File: src/hw/rtl/cra_pkg.sv
// ----------------------------------------------------------------------------
// cra_pkg
// Shared types and opcode constants of the 6502-style execute stage.
// ----------------------------------------------------------------------------
package cra_pkg;

    // status bit positions, N V - B D I Z C
    localparam int FLAG_C = 0;
    localparam int FLAG_Z = 1;
    localparam int FLAG_I = 2;
    localparam int FLAG_D = 3;
    localparam int FLAG_V = 6;
    localparam int FLAG_N = 7;

    // operation field of the accumulator group (op[1:0] == 01)
    localparam logic [2:0] GRP_ORA = 3'd0;
    localparam logic [2:0] GRP_AND = 3'd1;
    localparam logic [2:0] GRP_EOR = 3'd2;
    localparam logic [2:0] GRP_ADC = 3'd3;
    localparam logic [2:0] GRP_STA = 3'd4;
    localparam logic [2:0] GRP_LDA = 3'd5;
    localparam logic [2:0] GRP_CMP = 3'd6;
    localparam logic [2:0] GRP_SBC = 3'd7;

    // shift kinds (op[6:5] of the shift group)
    localparam logic [1:0] SH_ASL = 2'd0;
    localparam logic [1:0] SH_ROL = 2'd1;
    localparam logic [1:0] SH_LSR = 2'd2;
    localparam logic [1:0] SH_ROR = 2'd3;

    localparam logic [1:0] CC_ACC   = 2'b01;
    localparam logic [1:0] CC_SHIFT = 2'b10;
    localparam logic [2:0] MODE_ACC = 3'd2;
    localparam logic [2:0] GRP_INC  = 3'd7;

    localparam logic [7:0] OP_STA_IMM = 8'h89;
    localparam logic [7:0] OP_LDX_IMM = 8'hA2;
    localparam logic [7:0] OP_LDX_ZP  = 8'hA6;
    localparam logic [7:0] OP_LDX_ZPY = 8'hB6;
    localparam logic [7:0] OP_LDX_ABS = 8'hAE;
    localparam logic [7:0] OP_LDX_ABY = 8'hBE;
    localparam logic [7:0] OP_LDY_IMM = 8'hA0;
    localparam logic [7:0] OP_LDY_ZP  = 8'hA4;
    localparam logic [7:0] OP_LDY_ZPX = 8'hB4;
    localparam logic [7:0] OP_LDY_ABS = 8'hAC;
    localparam logic [7:0] OP_LDY_ABX = 8'hBC;
    localparam logic [7:0] OP_STX_ZP  = 8'h86;
    localparam logic [7:0] OP_STX_ZPY = 8'h96;
    localparam logic [7:0] OP_STX_ABS = 8'h8E;
    localparam logic [7:0] OP_STY_ZP  = 8'h84;
    localparam logic [7:0] OP_STY_ZPX = 8'h94;
    localparam logic [7:0] OP_STY_ABS = 8'h8C;
    localparam logic [7:0] OP_TAX     = 8'hAA;
    localparam logic [7:0] OP_TAY     = 8'hA8;
    localparam logic [7:0] OP_TXA     = 8'h8A;
    localparam logic [7:0] OP_TYA     = 8'h98;
    localparam logic [7:0] OP_TXS     = 8'h9A;
    localparam logic [7:0] OP_TSX     = 8'hBA;
    localparam logic [7:0] OP_PHA     = 8'h48;
    localparam logic [7:0] OP_PHP     = 8'h08;
    localparam logic [7:0] OP_PLA     = 8'h68;
    localparam logic [7:0] OP_PLP     = 8'h28;
    localparam logic [7:0] OP_INX     = 8'hE8;
    localparam logic [7:0] OP_INY     = 8'hC8;
    localparam logic [7:0] OP_DEX     = 8'hCA;
    localparam logic [7:0] OP_DEY     = 8'h88;
    localparam logic [7:0] OP_BIT_ZP  = 8'h24;
    localparam logic [7:0] OP_BIT_ABS = 8'h2C;
    localparam logic [7:0] OP_CPX_IMM = 8'hE0;
    localparam logic [7:0] OP_CPX_ZP  = 8'hE4;
    localparam logic [7:0] OP_CPX_ABS = 8'hEC;
    localparam logic [7:0] OP_CPY_IMM = 8'hC0;
    localparam logic [7:0] OP_CPY_ZP  = 8'hC4;
    localparam logic [7:0] OP_CPY_ABS = 8'hCC;
    localparam logic [7:0] OP_CLC     = 8'h18;
    localparam logic [7:0] OP_CLD     = 8'hD8;
    localparam logic [7:0] OP_CLI     = 8'h58;
    localparam logic [7:0] OP_CLV     = 8'hB8;
    localparam logic [7:0] OP_SEC     = 8'h38;
    localparam logic [7:0] OP_SED     = 8'hF8;
    localparam logic [7:0] OP_SEI     = 8'h78;
    localparam logic [7:0] OP_BPL     = 8'h10;
    localparam logic [7:0] OP_BMI     = 8'h30;
    localparam logic [7:0] OP_BVC     = 8'h50;
    localparam logic [7:0] OP_BVS     = 8'h70;
    localparam logic [7:0] OP_BCC     = 8'h90;
    localparam logic [7:0] OP_BCS     = 8'hB0;
    localparam logic [7:0] OP_BNE     = 8'hD0;
    localparam logic [7:0] OP_BEQ     = 8'hF0;

    // decimal-mode adjust constants
    localparam logic [4:0] BCD_NIB_MAX = 5'h09;
    localparam logic [5:0] BCD_NIB_ADJ = 6'h06;
    localparam logic [8:0] BCD_HI_MAX  = 9'h090;
    localparam logic [9:0] BCD_HI_ADJ  = 10'h060;
    localparam logic [8:0] BCD_CARRY   = 9'h010;

    typedef struct packed {
        logic [7:0] a;
        logic [7:0] x;
        logic [7:0] y;
        logic [7:0] sp;
        logic [7:0] p;
    } t_regs;

    typedef struct packed {
        logic [7:0] result;
        logic       write_back;
        logic [7:0] status;
        logic       branch_taken;
    } t_exec;

endpackage

File: src/hw/rtl/cra_if.sv
// ----------------------------------------------------------------------------
// cra_if
// Valid/ready channels of the execute stage: instructions in, results out.
// ----------------------------------------------------------------------------
interface cra_in_if;
    logic       valid;
    logic       ready;
    logic [7:0] operation;
    logic [7:0] operand;

    modport source (output valid, output operation, output operand, input ready);
    modport sink   (input valid, input operation, input operand, output ready);
endinterface

interface cra_out_if;
    logic       valid;
    logic       ready;
    logic [7:0] result;
    logic       write_back;
    logic [7:0] status;
    logic       branch_taken;

    modport source (output valid, output result, output write_back, output status,
                    output branch_taken, input ready);
    modport sink   (input valid, input result, input write_back, input status,
                    input branch_taken, output ready);
endinterface

File: src/hw/rtl/cra_alu.sv
// ----------------------------------------------------------------------------
// cra_alu
// Decode and execute of one opcode against the register file, single pass.
// ----------------------------------------------------------------------------
module cra_alu
    import cra_pkg::*;
(
    input  logic [7:0] i_operation,
    input  logic [7:0] i_operand,
    input  t_regs      i_regs,
    output t_regs      o_regs,
    output t_exec      o_exec
);

    function automatic logic [7:0] f_nz(input logic [7:0] p, input logic [7:0] v);
        logic [7:0] q;
        q = p;
        q[FLAG_N] = v[7];
        q[FLAG_Z] = (v == 8'h00);
        return q;
    endfunction

    logic [2:0] w_aaa;
    logic [2:0] w_bbb;
    logic [7:0] w_a;
    logic [7:0] w_m;
    logic       w_c;
    logic       w_grp_acc;
    logic       w_grp_shift;
    logic       w_grp_incdec;

    assign w_aaa = i_operation[7:5];
    assign w_bbb = i_operation[4:2];
    assign w_a   = i_regs.a;
    assign w_m   = i_operand;
    assign w_c   = i_regs.p[FLAG_C];

    assign w_grp_acc = (i_operation[1:0] == CC_ACC) && (i_operation != OP_STA_IMM);
    assign w_grp_shift = (i_operation[1:0] == CC_SHIFT) && !w_aaa[2] &&
                         (w_bbb[0] || (w_bbb == MODE_ACC));
    assign w_grp_incdec = (i_operation[1:0] == CC_SHIFT) && (w_aaa[2:1] == 2'b11) &&
                          w_bbb[0];

    // binary add
    logic [8:0] w_add;
    assign w_add = {1'b0, w_a} + {1'b0, w_m} + {8'h00, w_c};

    // decimal add
    logic [5:0] w_dlo;
    logic [5:0] w_dlo_adj;
    logic [8:0] w_dt;
    logic [9:0] w_dt_adj;
    assign w_dlo     = {2'b00, w_a[3:0]} + {2'b00, w_m[3:0]} + {5'h00, w_c};
    assign w_dlo_adj = (w_dlo > {1'b0, BCD_NIB_MAX}) ? w_dlo + BCD_NIB_ADJ : w_dlo;
    assign w_dt = {5'h00, w_dlo_adj[3:0]} + {1'b0, w_a[7:4], 4'h0} +
                  {1'b0, w_m[7:4], 4'h0} + ((w_dlo_adj[5:4] != 2'b00) ? BCD_CARRY : 9'h000);
    assign w_dt_adj = ({w_dt[8:4], 4'h0} > BCD_HI_MAX) ? {1'b0, w_dt} + BCD_HI_ADJ
                                                        : {1'b0, w_dt};

    // binary subtract, borrow in bit 8
    logic [8:0] w_sub;
    assign w_sub = {1'b0, w_a} - {1'b0, w_m} - {8'h00, !w_c};

    // decimal subtract
    logic [4:0] w_slo;
    logic [4:0] w_slo_adj;
    logic [8:0] w_shi;
    logic [8:0] w_sd;
    logic [8:0] w_sd_adj;
    assign w_slo     = {1'b0, w_a[3:0]} - {1'b0, w_m[3:0]} - {4'h0, !w_c};
    assign w_slo_adj = w_slo - 5'd6;
    assign w_shi = {1'b0, w_a[7:4], 4'h0} - {1'b0, w_m[7:4], 4'h0} -
                   (w_slo[4] ? BCD_CARRY : 9'h000);
    assign w_sd     = {w_shi[8:4], (w_slo[4] ? w_slo_adj[3:0] : w_slo[3:0])};
    assign w_sd_adj = w_sd[8] ? w_sd - BCD_HI_ADJ[8:0] : w_sd;

    // compare: CMP uses A, CPX uses X, CPY uses Y
    logic [7:0] w_cmp_reg;
    logic [8:0] w_cmp;
    assign w_cmp_reg = (i_operation[1:0] == CC_ACC) ? w_a :
                       (i_operation[5] ? i_regs.x : i_regs.y);
    assign w_cmp = {1'b0, w_cmp_reg} - {1'b0, w_m};

    // shift unit
    logic [7:0] w_sh_in;
    logic [7:0] w_sh_out;
    logic       w_sh_c;
    assign w_sh_in = (w_bbb == MODE_ACC) ? w_a : w_m;
    always_comb begin
        case (w_aaa[1:0])
            SH_ASL: begin
                w_sh_out = {w_sh_in[6:0], 1'b0};
                w_sh_c   = w_sh_in[7];
            end
            SH_ROL: begin
                w_sh_out = {w_sh_in[6:0], w_c};
                w_sh_c   = w_sh_in[7];
            end
            SH_LSR: begin
                w_sh_out = {1'b0, w_sh_in[7:1]};
                w_sh_c   = w_sh_in[0];
            end
            SH_ROR: begin
                w_sh_out = {w_c, w_sh_in[7:1]};
                w_sh_c   = w_sh_in[0];
            end
            default: begin
                w_sh_out = w_sh_in;
                w_sh_c   = w_c;
            end
        endcase
    end

    logic [7:0] w_mem_incdec;
    assign w_mem_incdec = (w_aaa == GRP_INC) ? w_m + 8'd1 : w_m - 8'd1;

    t_regs      n;
    logic [7:0] n_res;
    logic       n_wr;
    logic       n_br;

    always_comb begin
        n     = i_regs;
        n_res = 8'h00;
        n_wr  = 1'b0;
        n_br  = 1'b0;
        if (w_grp_acc) begin
            case (w_aaa)
                GRP_ORA: begin
                    n.a = w_a | w_m;
                    n.p = f_nz(i_regs.p, w_a | w_m);
                end
                GRP_AND: begin
                    n.a = w_a & w_m;
                    n.p = f_nz(i_regs.p, w_a & w_m);
                end
                GRP_EOR: begin
                    n.a = w_a ^ w_m;
                    n.p = f_nz(i_regs.p, w_a ^ w_m);
                end
                GRP_ADC: begin
                    if (i_regs.p[FLAG_D]) begin
                        n.a         = w_dt_adj[7:0];
                        n.p[FLAG_Z] = (w_add[7:0] == 8'h00);
                        n.p[FLAG_N] = w_dt[7];
                        n.p[FLAG_V] = (w_a[7] ^ w_dt[7]) && !(w_a[7] ^ w_m[7]);
                        n.p[FLAG_C] = (w_dt_adj[9:8] != 2'b00);
                    end else begin
                        n.a         = w_add[7:0];
                        n.p         = f_nz(i_regs.p, w_add[7:0]);
                        n.p[FLAG_V] = !(w_a[7] ^ w_m[7]) && (w_a[7] ^ w_add[7]);
                        n.p[FLAG_C] = w_add[8];
                    end
                end
                GRP_STA: begin
                    n_res = w_a;
                    n_wr  = 1'b1;
                end
                GRP_LDA: begin
                    n.a = w_m;
                    n.p = f_nz(i_regs.p, w_m);
                end
                GRP_CMP: begin
                    n.p         = f_nz(i_regs.p, w_cmp[7:0]);
                    n.p[FLAG_C] = !w_cmp[8];
                end
                GRP_SBC: begin
                    n.p         = f_nz(i_regs.p, w_sub[7:0]);
                    n.p[FLAG_C] = !w_sub[8];
                    n.p[FLAG_V] = (w_a[7] ^ w_sub[7]) && (w_a[7] ^ w_m[7]);
                    n.a         = i_regs.p[FLAG_D] ? w_sd_adj[7:0] : w_sub[7:0];
                end
                default: begin
                    n = i_regs;
                end
            endcase
        end else if (w_grp_shift) begin
            n.p         = f_nz(i_regs.p, w_sh_out);
            n.p[FLAG_C] = w_sh_c;
            if (w_bbb == MODE_ACC) begin
                n.a = w_sh_out;
            end else begin
                n_res = w_sh_out;
                n_wr  = 1'b1;
            end
        end else if (w_grp_incdec) begin
            n.p   = f_nz(i_regs.p, w_mem_incdec);
            n_res = w_mem_incdec;
            n_wr  = 1'b1;
        end else begin
            case (i_operation)
                OP_LDX_IMM, OP_LDX_ZP, OP_LDX_ZPY, OP_LDX_ABS, OP_LDX_ABY: begin
                    n.x = w_m;
                    n.p = f_nz(i_regs.p, w_m);
                end
                OP_LDY_IMM, OP_LDY_ZP, OP_LDY_ZPX, OP_LDY_ABS, OP_LDY_ABX: begin
                    n.y = w_m;
                    n.p = f_nz(i_regs.p, w_m);
                end
                OP_STX_ZP, OP_STX_ZPY, OP_STX_ABS: begin
                    n_res = i_regs.x;
                    n_wr  = 1'b1;
                end
                OP_STY_ZP, OP_STY_ZPX, OP_STY_ABS: begin
                    n_res = i_regs.y;
                    n_wr  = 1'b1;
                end
                OP_TAX: begin
                    n.x = w_a;
                    n.p = f_nz(i_regs.p, w_a);
                end
                OP_TAY: begin
                    n.y = w_a;
                    n.p = f_nz(i_regs.p, w_a);
                end
                OP_TXA: begin
                    n.a = i_regs.x;
                    n.p = f_nz(i_regs.p, i_regs.x);
                end
                OP_TYA: begin
                    n.a = i_regs.y;
                    n.p = f_nz(i_regs.p, i_regs.y);
                end
                OP_TXS: begin
                    n.sp = i_regs.x;
                end
                OP_TSX: begin
                    n.x = i_regs.sp;
                    n.p = f_nz(i_regs.p, i_regs.sp);
                end
                OP_PHA: begin
                    n_res = w_a;
                    n_wr  = 1'b1;
                    n.sp  = i_regs.sp - 8'd1;
                end
                OP_PHP: begin
                    n_res = i_regs.p;
                    n_wr  = 1'b1;
                    n.sp  = i_regs.sp - 8'd1;
                end
                OP_PLA: begin
                    n.sp = i_regs.sp + 8'd1;
                    n.a  = w_m;
                    n.p  = f_nz(i_regs.p, w_m);
                end
                OP_PLP: begin
                    n.sp = i_regs.sp + 8'd1;
                    n.p  = w_m;
                end
                OP_INX: begin
                    n.x = i_regs.x + 8'd1;
                    n.p = f_nz(i_regs.p, i_regs.x + 8'd1);
                end
                OP_INY: begin
                    n.y = i_regs.y + 8'd1;
                    n.p = f_nz(i_regs.p, i_regs.y + 8'd1);
                end
                OP_DEX: begin
                    n.x = i_regs.x - 8'd1;
                    n.p = f_nz(i_regs.p, i_regs.x - 8'd1);
                end
                OP_DEY: begin
                    n.y = i_regs.y - 8'd1;
                    n.p = f_nz(i_regs.p, i_regs.y - 8'd1);
                end
                OP_BIT_ZP, OP_BIT_ABS: begin
                    n.p[FLAG_N] = w_m[7];
                    n.p[FLAG_V] = w_m[6];
                    n.p[FLAG_Z] = ((w_m & w_a) == 8'h00);
                end
                OP_CPX_IMM, OP_CPX_ZP, OP_CPX_ABS, OP_CPY_IMM, OP_CPY_ZP, OP_CPY_ABS: begin
                    n.p         = f_nz(i_regs.p, w_cmp[7:0]);
                    n.p[FLAG_C] = !w_cmp[8];
                end
                OP_CLC: n.p[FLAG_C] = 1'b0;
                OP_CLD: n.p[FLAG_D] = 1'b0;
                OP_CLI: n.p[FLAG_I] = 1'b0;
                OP_CLV: n.p[FLAG_V] = 1'b0;
                OP_SEC: n.p[FLAG_C] = 1'b1;
                OP_SED: n.p[FLAG_D] = 1'b1;
                OP_SEI: n.p[FLAG_I] = 1'b1;
                OP_BPL: n_br = !i_regs.p[FLAG_N];
                OP_BMI: n_br = i_regs.p[FLAG_N];
                OP_BVC: n_br = !i_regs.p[FLAG_V];
                OP_BVS: n_br = i_regs.p[FLAG_V];
                OP_BCC: n_br = !i_regs.p[FLAG_C];
                OP_BCS: n_br = i_regs.p[FLAG_C];
                OP_BNE: n_br = !i_regs.p[FLAG_Z];
                OP_BEQ: n_br = i_regs.p[FLAG_Z];
                default: begin
                    n = i_regs;
                end
            endcase
        end
    end

    assign o_regs              = n;
    assign o_exec.result       = n_res;
    assign o_exec.write_back   = n_wr;
    assign o_exec.status       = n.p;
    assign o_exec.branch_taken = n_br;

endmodule

File: src/hw/rtl/cpu_register_alu_execute.sv
// ----------------------------------------------------------------------------
// cpu_register_alu_execute
// Execute stage of a 6502-style core: holds A, X, Y, SP and P, runs one
// resolved instruction per transaction and reports write-back and flags.
//
//   channel  dir  modport  payload
//   i_in     in   sink     operation[7:0], operand[7:0]
//   o_out    out  source   result[7:0], write_back, status[7:0], branch_taken
//
// Two register stages: an instruction register and a result register, with
// the decode/ALU between them. One instruction per cycle while o_out does not
// stall. Registers update at the edge the instruction moves into the result
// register, so the instruction behind it sees them without any bubble.
// Reset (synchronous, low) clears A, X, Y, SP, P and both stage valids.
// A stall on o_out holds the result; i_in keeps accepting until both stages fill.
// ----------------------------------------------------------------------------
module cpu_register_alu_execute
    import cra_pkg::*;
(
    input  logic     i_clk,
    input  logic     i_rst_n,
    cra_in_if.sink   i_in,
    cra_out_if.source o_out
);

    logic       r_in_valid;
    logic [7:0] r_in_op;
    logic [7:0] r_in_opd;
    logic       r_out_valid;
    t_exec      r_out;
    t_regs      r_regs;

    t_regs      n_regs;
    t_exec      n_exec;

    logic       w_advance;
    logic       w_in_take;

    cra_alu u_alu (
        .i_operation (r_in_op),
        .i_operand   (r_in_opd),
        .i_regs      (r_regs),
        .o_regs      (n_regs),
        .o_exec      (n_exec)
    );

    assign w_advance  = r_in_valid && (!r_out_valid || o_out.ready);
    assign i_in.ready = !r_in_valid || w_advance;
    assign w_in_take  = i_in.valid && i_in.ready;

    always_ff @(posedge i_clk) begin
        if (!i_rst_n) begin
            r_in_valid  <= 1'b0;
            r_out_valid <= 1'b0;
            r_regs      <= '0;
        end else begin
            if (w_in_take) begin
                r_in_valid <= 1'b1;
            end else if (w_advance) begin
                r_in_valid <= 1'b0;
            end
            if (w_advance) begin
                r_out_valid <= 1'b1;
                r_regs      <= n_regs;
            end else if (o_out.ready) begin
                r_out_valid <= 1'b0;
            end
        end
    end

    // payload registers, no reset
    always_ff @(posedge i_clk) begin
        if (w_in_take) begin
            r_in_op  <= i_in.operation;
            r_in_opd <= i_in.operand;
        end
        if (w_advance) begin
            r_out <= n_exec;
        end
    end

    assign o_out.valid        = r_out_valid;
    assign o_out.result       = r_out.result;
    assign o_out.write_back   = r_out.write_back;
    assign o_out.status       = r_out.status;
    assign o_out.branch_taken = r_out.branch_taken;

    // a full instruction register only accepts when it drains in the same cycle
    a_in_full_take: assert property (@(posedge i_clk) disable iff (!i_rst_n)
        (w_in_take && r_in_valid) |-> w_advance)
        else $error("instruction accepted over a held one");

    a_advance_out: assert property (@(posedge i_clk) disable iff (!i_rst_n)
        w_advance |=> (r_out_valid && (o_out.status == r_regs.p)))
        else $error("result not presented with the updated flags");

    a_no_write_zero: assert property (@(posedge i_clk) disable iff (!i_rst_n)
        (r_out_valid && !r_out.write_back) |-> (r_out.result == 8'h00))
        else $error("result byte set without write-back");

    a_branch_no_write: assert property (@(posedge i_clk) disable iff (!i_rst_n)
        (r_out_valid && r_out.branch_taken) |-> !r_out.write_back)
        else $error("branch reported together with a write");

endmodule

File: src/flat_wrapper.sv
// flat-port wrapper written by rule: the top's interface ports become plain ports
module cpu_register_alu_execute_flat import cra_pkg::*;
  (i_clk, i_rst_n, i_in_valid, i_in_operation, i_in_operand, i_in_ready, o_out_valid, o_out_result, o_out_write_back, o_out_status, o_out_branch_taken, o_out_ready);
  cra_in_if i_in_i ();
  cra_out_if o_out_i ();
  input  logic i_clk;
  input  logic i_rst_n;
  input wire logic [$bits(i_in_i.valid)-1:0] i_in_valid;
  input wire logic [$bits(i_in_i.operation)-1:0] i_in_operation;
  input wire logic [$bits(i_in_i.operand)-1:0] i_in_operand;
  output wire logic [$bits(i_in_i.ready)-1:0] i_in_ready;
  output wire logic [$bits(o_out_i.valid)-1:0] o_out_valid;
  output wire logic [$bits(o_out_i.result)-1:0] o_out_result;
  output wire logic [$bits(o_out_i.write_back)-1:0] o_out_write_back;
  output wire logic [$bits(o_out_i.status)-1:0] o_out_status;
  output wire logic [$bits(o_out_i.branch_taken)-1:0] o_out_branch_taken;
  input wire logic [$bits(o_out_i.ready)-1:0] o_out_ready;
  assign i_in_i.valid = i_in_valid;
  assign i_in_i.operation = i_in_operation;
  assign i_in_i.operand = i_in_operand;
  assign i_in_ready = i_in_i.ready;
  assign o_out_valid = o_out_i.valid;
  assign o_out_result = o_out_i.result;
  assign o_out_write_back = o_out_i.write_back;
  assign o_out_status = o_out_i.status;
  assign o_out_branch_taken = o_out_i.branch_taken;
  assign o_out_i.ready = o_out_ready;
  cpu_register_alu_execute u_core (.i_clk(i_clk), .i_rst_n(i_rst_n), .i_in(i_in_i), .o_out(o_out_i));
endmodule
File: config.mk
export PLATFORM = sky130hd
export DESIGN_NAME = cpu_register_alu_execute_flat
export DESIGN_NICKNAME = d
export VERILOG_FILES = /design/src/hw/rtl/cra_pkg.sv /design/src/hw/rtl/cra_if.sv /design/src/hw/rtl/cra_alu.sv /design/src/hw/rtl/cpu_register_alu_execute.sv /design/src/flat_wrapper.sv
export SDC_FILE = /design/constraint.sdc
export NUM_CORES = 1
export LEC_CHECK = 0
export BUFFER_PORTS_ARGS = -buffer_cell sky130_fd_sc_hd__buf_4
export CORE_MARGIN = 2
export CORE_UTILIZATION = 44
export CTS_CLUSTER_DIAMETER = 50
export DETAILED_ROUTE_END_ITERATION = 12
export SKIP_CTS_REPAIR_TIMING = 1
export SYNTH_ARGS = -nofsm -noshare
export SYNTH_HDL_FRONTEND = slang
export SYNTH_SLANG_ARGS = --single-unit
File: constraint.sdc
create_clock -name i_clk -period 5.4 [get_ports i_clk]
set_input_delay 0 -clock i_clk [delete_from_list [all_inputs] [get_ports i_clk]]
set_output_delay 0 -clock i_clk [all_outputs]
set_load 0.02 [all_outputs]
# Yosys cells after proc, flatten, opt, wreduce, memory -nomap -nowiden
# Cells that the tools add are included.
dict set report word_totals {
  regBits 76
  output_inout_bits 20
}
dict set report op_classes {
  n_eq_ne 71
  order_cmp 2
  muxes 53
  n_reduce_logical 70
  bitwise 10
  addsub 26
}
# cell count
set ops {}
lappend ops {{== test 8 bit, second input constant} 39}
lappend ops {{zero test 8 bit} 17}
lappend ops {{two-way mux 8 bit} 16}
lappend ops {{case mux 8 bit (4 select lines)} 3}
lappend ops {{case mux 8 bit (7 select lines)} 1}
lappend ops {{== test 8 x 7 -> 1 bit, second input constant} 6}
lappend ops {{case mux 8 bit (3 select lines)} 2}
lappend ops {{case mux 8 bit (6 select lines)} 1}
lappend ops {{== test 8 x 6 -> 1 bit, second input constant} 5}
lappend ops {{two-way mux 40 bit} 1}
lappend ops {{case mux 8 bit (5 select lines)} 1}
lappend ops {{adder 8 x 1 -> 8 bit, second input constant} 4}
lappend ops {{two-way mux 32 bit} 1}
lappend ops {{subtractor 8 x 1 -> 8 bit, second input constant} 4}
lappend ops {{subtractor 8 x 8 -> 9 bit} 3}
lappend ops {{two-way mux 24 bit} 1}
lappend ops {{AND reduction 5 bit} 4}
lappend ops {{== test 8 x 5 -> 1 bit, second input constant} 2}
lappend ops {{OR reduction 14 bit} 1}
lappend ops {{== test 3 bit, second input constant} 4}
lappend ops {{case mux 1 bit (12 select lines)} 1}
lappend ops {{OR reduction 2 bit} 6}
lappend ops {{OR reduction 3 bit} 4}
lappend ops {{two-way mux 1 bit} 11}
lappend ops {{54 further kinds} 94}

# Logic depth before layout (Yosys ltp)
dict set report logic_depth {
  depth_word 13
  mapped_depth 22
  mapped_depth_nobuf 21
}

# Hierarchy
# A second synthesis with hierarchy kept.
dict set report unflattened {
  cells_unflattened 1229
  hier_area_um2 9337.7
}
# module area_per_inst_um2 n_inst cells_each seq_area_each_um2
set by_module_without_submodules {}
lappend by_module_without_submodules {cra_alu 6595.1 1 1012 0.0}
lappend by_module_without_submodules {cpu_register_alu_execute 2742.6 1 217 1861.8}

# Worst setup path after synthesis
# OpenSTA, ideal clock, no wires.
dict set report synth_timing {
  kind {register -> register}
  start {reg u_core.r_in_opd[0]}
  end {reg u_core.r_out (netlist bit u_core.o_out.status[0]), data pin}
  path_stages_with_launch 18
  arrival_ps 4505
  required_time_ps 5128
  path_slack_ps 623
  setup_ps 272
  path_cell_list {edfxtp_1 inv_1 fa_1 fa_1 xor2_1 a211oi_1 mux2i_1 fa_1 inv_1 ha_1 inv_1 fa_1 xnor2_1 nand2_1 o32ai_1 nor4_1 a2111oi_0 nand2_1}
}
# element line
set synth_rtl {}
lappend synth_rtl {{from (decl)} cpu_register_alu_execute.sv:28} ;# logic [7:0] r_in_opd;
lappend synth_rtl {{from (signal assigned)} cpu_register_alu_execute.sv:75} ;# r_in_opd <= i_in.operand;
lappend synth_rtl {{to (signal assigned)} cpu_register_alu_execute.sv:78} ;# r_out <= n_exec;
lappend synth_rtl {{to (decl)} cpu_register_alu_execute.sv:30} ;# t_exec r_out;

==> results.cfg <==
[critical_path]
crit_chain = inv_1 -> fa_1 -> fa_1 -> xor2_1 -> a211oi_1 -> mux2i_1 -> fa_1 -> inv_1 -> ha_1 -> inv_1 -> fa_1 -> ha_1 -> nand2_1 -> o32ai_1 -> nor4_1 -> a2111oi_0 -> nand2_1
crit_arrival_ns = 5.05
critical_path.startpoint = u_core.r_regs[0]
crit_path_start_kind = flop
crit_required_ns = 5.49
critPathMaxStageDelay_ns = 0.53
reg2reg_from = u_core.r_regs[0]
setup.worst_path.class = flop to flop
critPathTopFamily = adder cells
cp_max_fo = 4
cpMostUsedCell = fa_1
endpoint_kind = flop
crit_slowest_cell = fa_1
worstPathBufferInverterCount = 3

[cts]
clock_latency_ns = 0.36
cts_num_sinks = 76
clock-root-buffer = clkbuf_16
cts.path.max_buffers = 2
cts_tree = done
htree_num_levels = 3
clkTransAtPathRegs_ns = 0.07
cts_buffers = 9

[floorplanning]
die_height_um = 147.9
ios = 40
die-area_mm2 = 0.02188
floorplan.initialDensity_pct = 44.89
fp.dieW_um = 147.9
core-area_mm2 = 0.02030
rows = 52

[timing]
slew_viol_final = 0
fin_crit_sh_pct = 91.80
finalSetupTns_ns = 0
hold_viol = 1
relSlewSlack_pct = 32.18
whs_ns = -0.03764
fmax_mhz = 201.7
finalCriticalPeriod_ns = 4.957
rsz0062_at_grt = no
clock_skew_ns = 0.01297
final-setup-viol-count = 0
worst_slack_ns = 0.4427
tightest_slew_ns = 1.004

[drt]
wl_um = 35990
drt_iter0_drc = 1156
post_drt_wl_per_cell_um = 24.45
via_per_inst = 6.476
post-route-drc-count = 0
first_pass_iters = 6
ant_nets = 0
vias = 9532

[synth]
synth_edf_count = 34
async_flop_share_pct = 0
ys.flop_type = dfxtp_1
synthesis.area_mm2 = 0.009112
yosysSeqAreaShare_pct = 20.43
synth.avg_cell_area_um2 = 7.722
yosysWarningCount = 0
syn-instance-count = 1180
syn-num-nets = 1282
ys_ff_latch = 76
ys_types = 87

[power_and_ir_drop]
power_frac_clock_pct = 35.5
intPower_uw = 1289
power_switching_uw = 710.1
irDropWorstVdd_mv = 0.1278
p_comb_share_pct = 31.8
seq_power_share_pct = 32.8
p_leak_uw = 0.004006
p_sw_share_pct = 35.52
powerDensity_mw_per_mm2 = 196.6

[global_route]
grt_pass1_vias = 8847
overflow = 0
grt_pass1_wl_um = 54740
grt_util_all_layers_pct = 32.86
grt_antenna_before_repair = 1
grt_start_max_net_pins = 46

[placed_design]
detailed_place_hpwl_um = 25670
place.gp.congestion = 1.005
port_buffers = 39
post-place-ws_ns = 0.5996
place_area_mm2 = 0.009659

[finish]
mostFrequentLayoutCells = 104 x nand2_1, 99 x nor2_1, 83 x a21oi_1
finalInstanceArea_mm2 = 0.01017
syn_to_final_growth_pct = 11.59
nFillCells = 2040
final_common_cell = nand2_1
drive_above_1_share_pct = 10.57
nNetsFinal = 1298

[job]
maxCapViolations = 0

[status]
outcome = finished with violations
violations = hold timing

[min_path]
holdCritPathClass = primary input to flop
hp-start = o_out_ready
power by group through the flow:
| stage | clock network (uW) | logic (uW) | registers (uW) |
|---|---|---|---|
| global placement | 0 | 605 | 665 |
| CTS | 713 | 612 | 653 |
| finish | 709 | 635 | 655 |
| detailed placement | 0 | 609 | 665 |
| global route | 734 | 689 | 656 |
| floorplan | 0 | 426 | 664 |
logic make-up (layout without fill, tap and decap cells):
| kind of cell | Yosys count | in the layout | share of synthesized area, % |
|---|---|---|---|
| AO/OA/AOI/OAI | 355 | 355 | 26.98 |
| XOR/XNOR | 58 | 58 | 5.575 |
| adder cells (fa/ha/maj) | 82 | 82 | 12.25 |
| buffers and inverters | 156 | 177 | 6.879 |
| flip-flops | 76 | 76 | 20.43 |
| multiplexers | 47 | 47 | 5.478 |
| other | 0 | 1 | 0 |
| AND/OR/NAND/NOR | 406 | 406 | 22.41 |
tightest hold or removal path, delay by kind of cell:
kind / cells / cell delay [ns]
simple gates: 3 / 0.20
buf+inv: 1 / 0.08
cells in the mapped netlist, types with 7 or more instances:
| cell | instances | area (um^2) |
|---|---|---|
| nand2b_1 | 10 | 62.56 |
| a21oi_1 | 83 | 415.4 |
| o21a_1 | 13 | 97.59 |
| a211oi_1 | 12 | 90.09 |
| o211ai_1 | 10 | 75.07 |
| a22oi_1 | 25 | 187.7 |
| nand2_1 | 104 | 390.4 |
| xnor2_1 | 34 | 297.8 |
| nand4_1 | 10 | 62.56 |
| mux2i_1 | 42 | 420.4 |
| and3_1 | 13 | 81.33 |
| inv_1 | 66 | 247.7 |
| nor2_1 | 99 | 371.6 |
| xor2_1 | 24 | 210.2 |
| fa_1 | 12 | 240.2 |
| ha_1 | 70 | 875.8 |
| o21ai_0 | 70 | 350.3 |
| nor2b_1 | 19 | 118.9 |
| o22ai_1 | 13 | 81.33 |
| buf_1 | 12 | 45.04 |
| a221o_1 | 12 | 120.1 |
| o221ai_1 | 7 | 61.31 |
| edfxtp_1 | 34 | 1021 |
| nor4_1 | 16 | 100.1 |
| clkbuf_1 | 58 | 217.7 |
| a21o_1 | 9 | 67.56 |
| buf_2 | 15 | 75.07 |
| nor3_1 | 35 | 175.2 |
| a31oi_1 | 12 | 75.07 |
| a221oi_1 | 15 | 131.4 |
| nor4b_1 | 7 | 61.31 |
| or4_1 | 8 | 60.06 |
| nand3_1 | 39 | 195.2 |
| dfxtp_1 | 42 | 840.8 |
sequential cells by signal (all words and copies together), names as in the netlist:
name / count
u_core.o_out.branch_taken: 1
u_core.o_out.result: 8
u_core.o_out.status: 8
u_core.o_out.valid: 1
u_core.o_out.write_back: 1
u_core.r_in_op: 8
u_core.r_in_opd: 8
u_core.r_in_valid: 1
u_core.r_regs: 40
area by class of cell:
class                      count  area, um^2  area share [%]
multi-input combinational    948        6630           65.20
timing repair buffer          94       748.2           7.358
sequential                    76        1862           18.31
clock buffer                  11       275.3           2.707
clock inverter                 5       61.31          0.6029
inverter                      67       251.5           2.473
antenna                        1       2.502         0.02461
tap                          270       337.8           3.322
path summary, 6_finish.rpt:
check,endpoint,slack [ns],depth (start not counted)
worst max-delay path,u_core.o_out.status[0],0.44,17
worst min-delay path,u_core.o_out.valid,-0.04,4
worst max register to register,u_core.o_out.status[0],0.44,17
worst min register to register,u_core.o_out.valid,0.54,2
per-stage QoR:
step / total power, uW / hold WS, ns / std cells / util (%)
after floorplan: 1090 / 0.09887 / 1180 / -
final: 1999 / -0.03764 / 1472 / 50.09
after CTS: 1977 / -0.1912 / 1454 / 49.24
after global placement: 1270 / 0.1789 / 1438 / 47.58
after global routing: 2079 / 0.006446 / 1471 / 50.08
after detailed placement: 1274 / 0.1795 / 1438 / 47.58
layer usage:
metal	wire, um	track usage [%]
met1	14960	45.23
met3	4227	9.167
met5	0	0
met2	15200	48.05
met4	1609	14.33
Note: power is estimated with default switching activity, not from simulation.
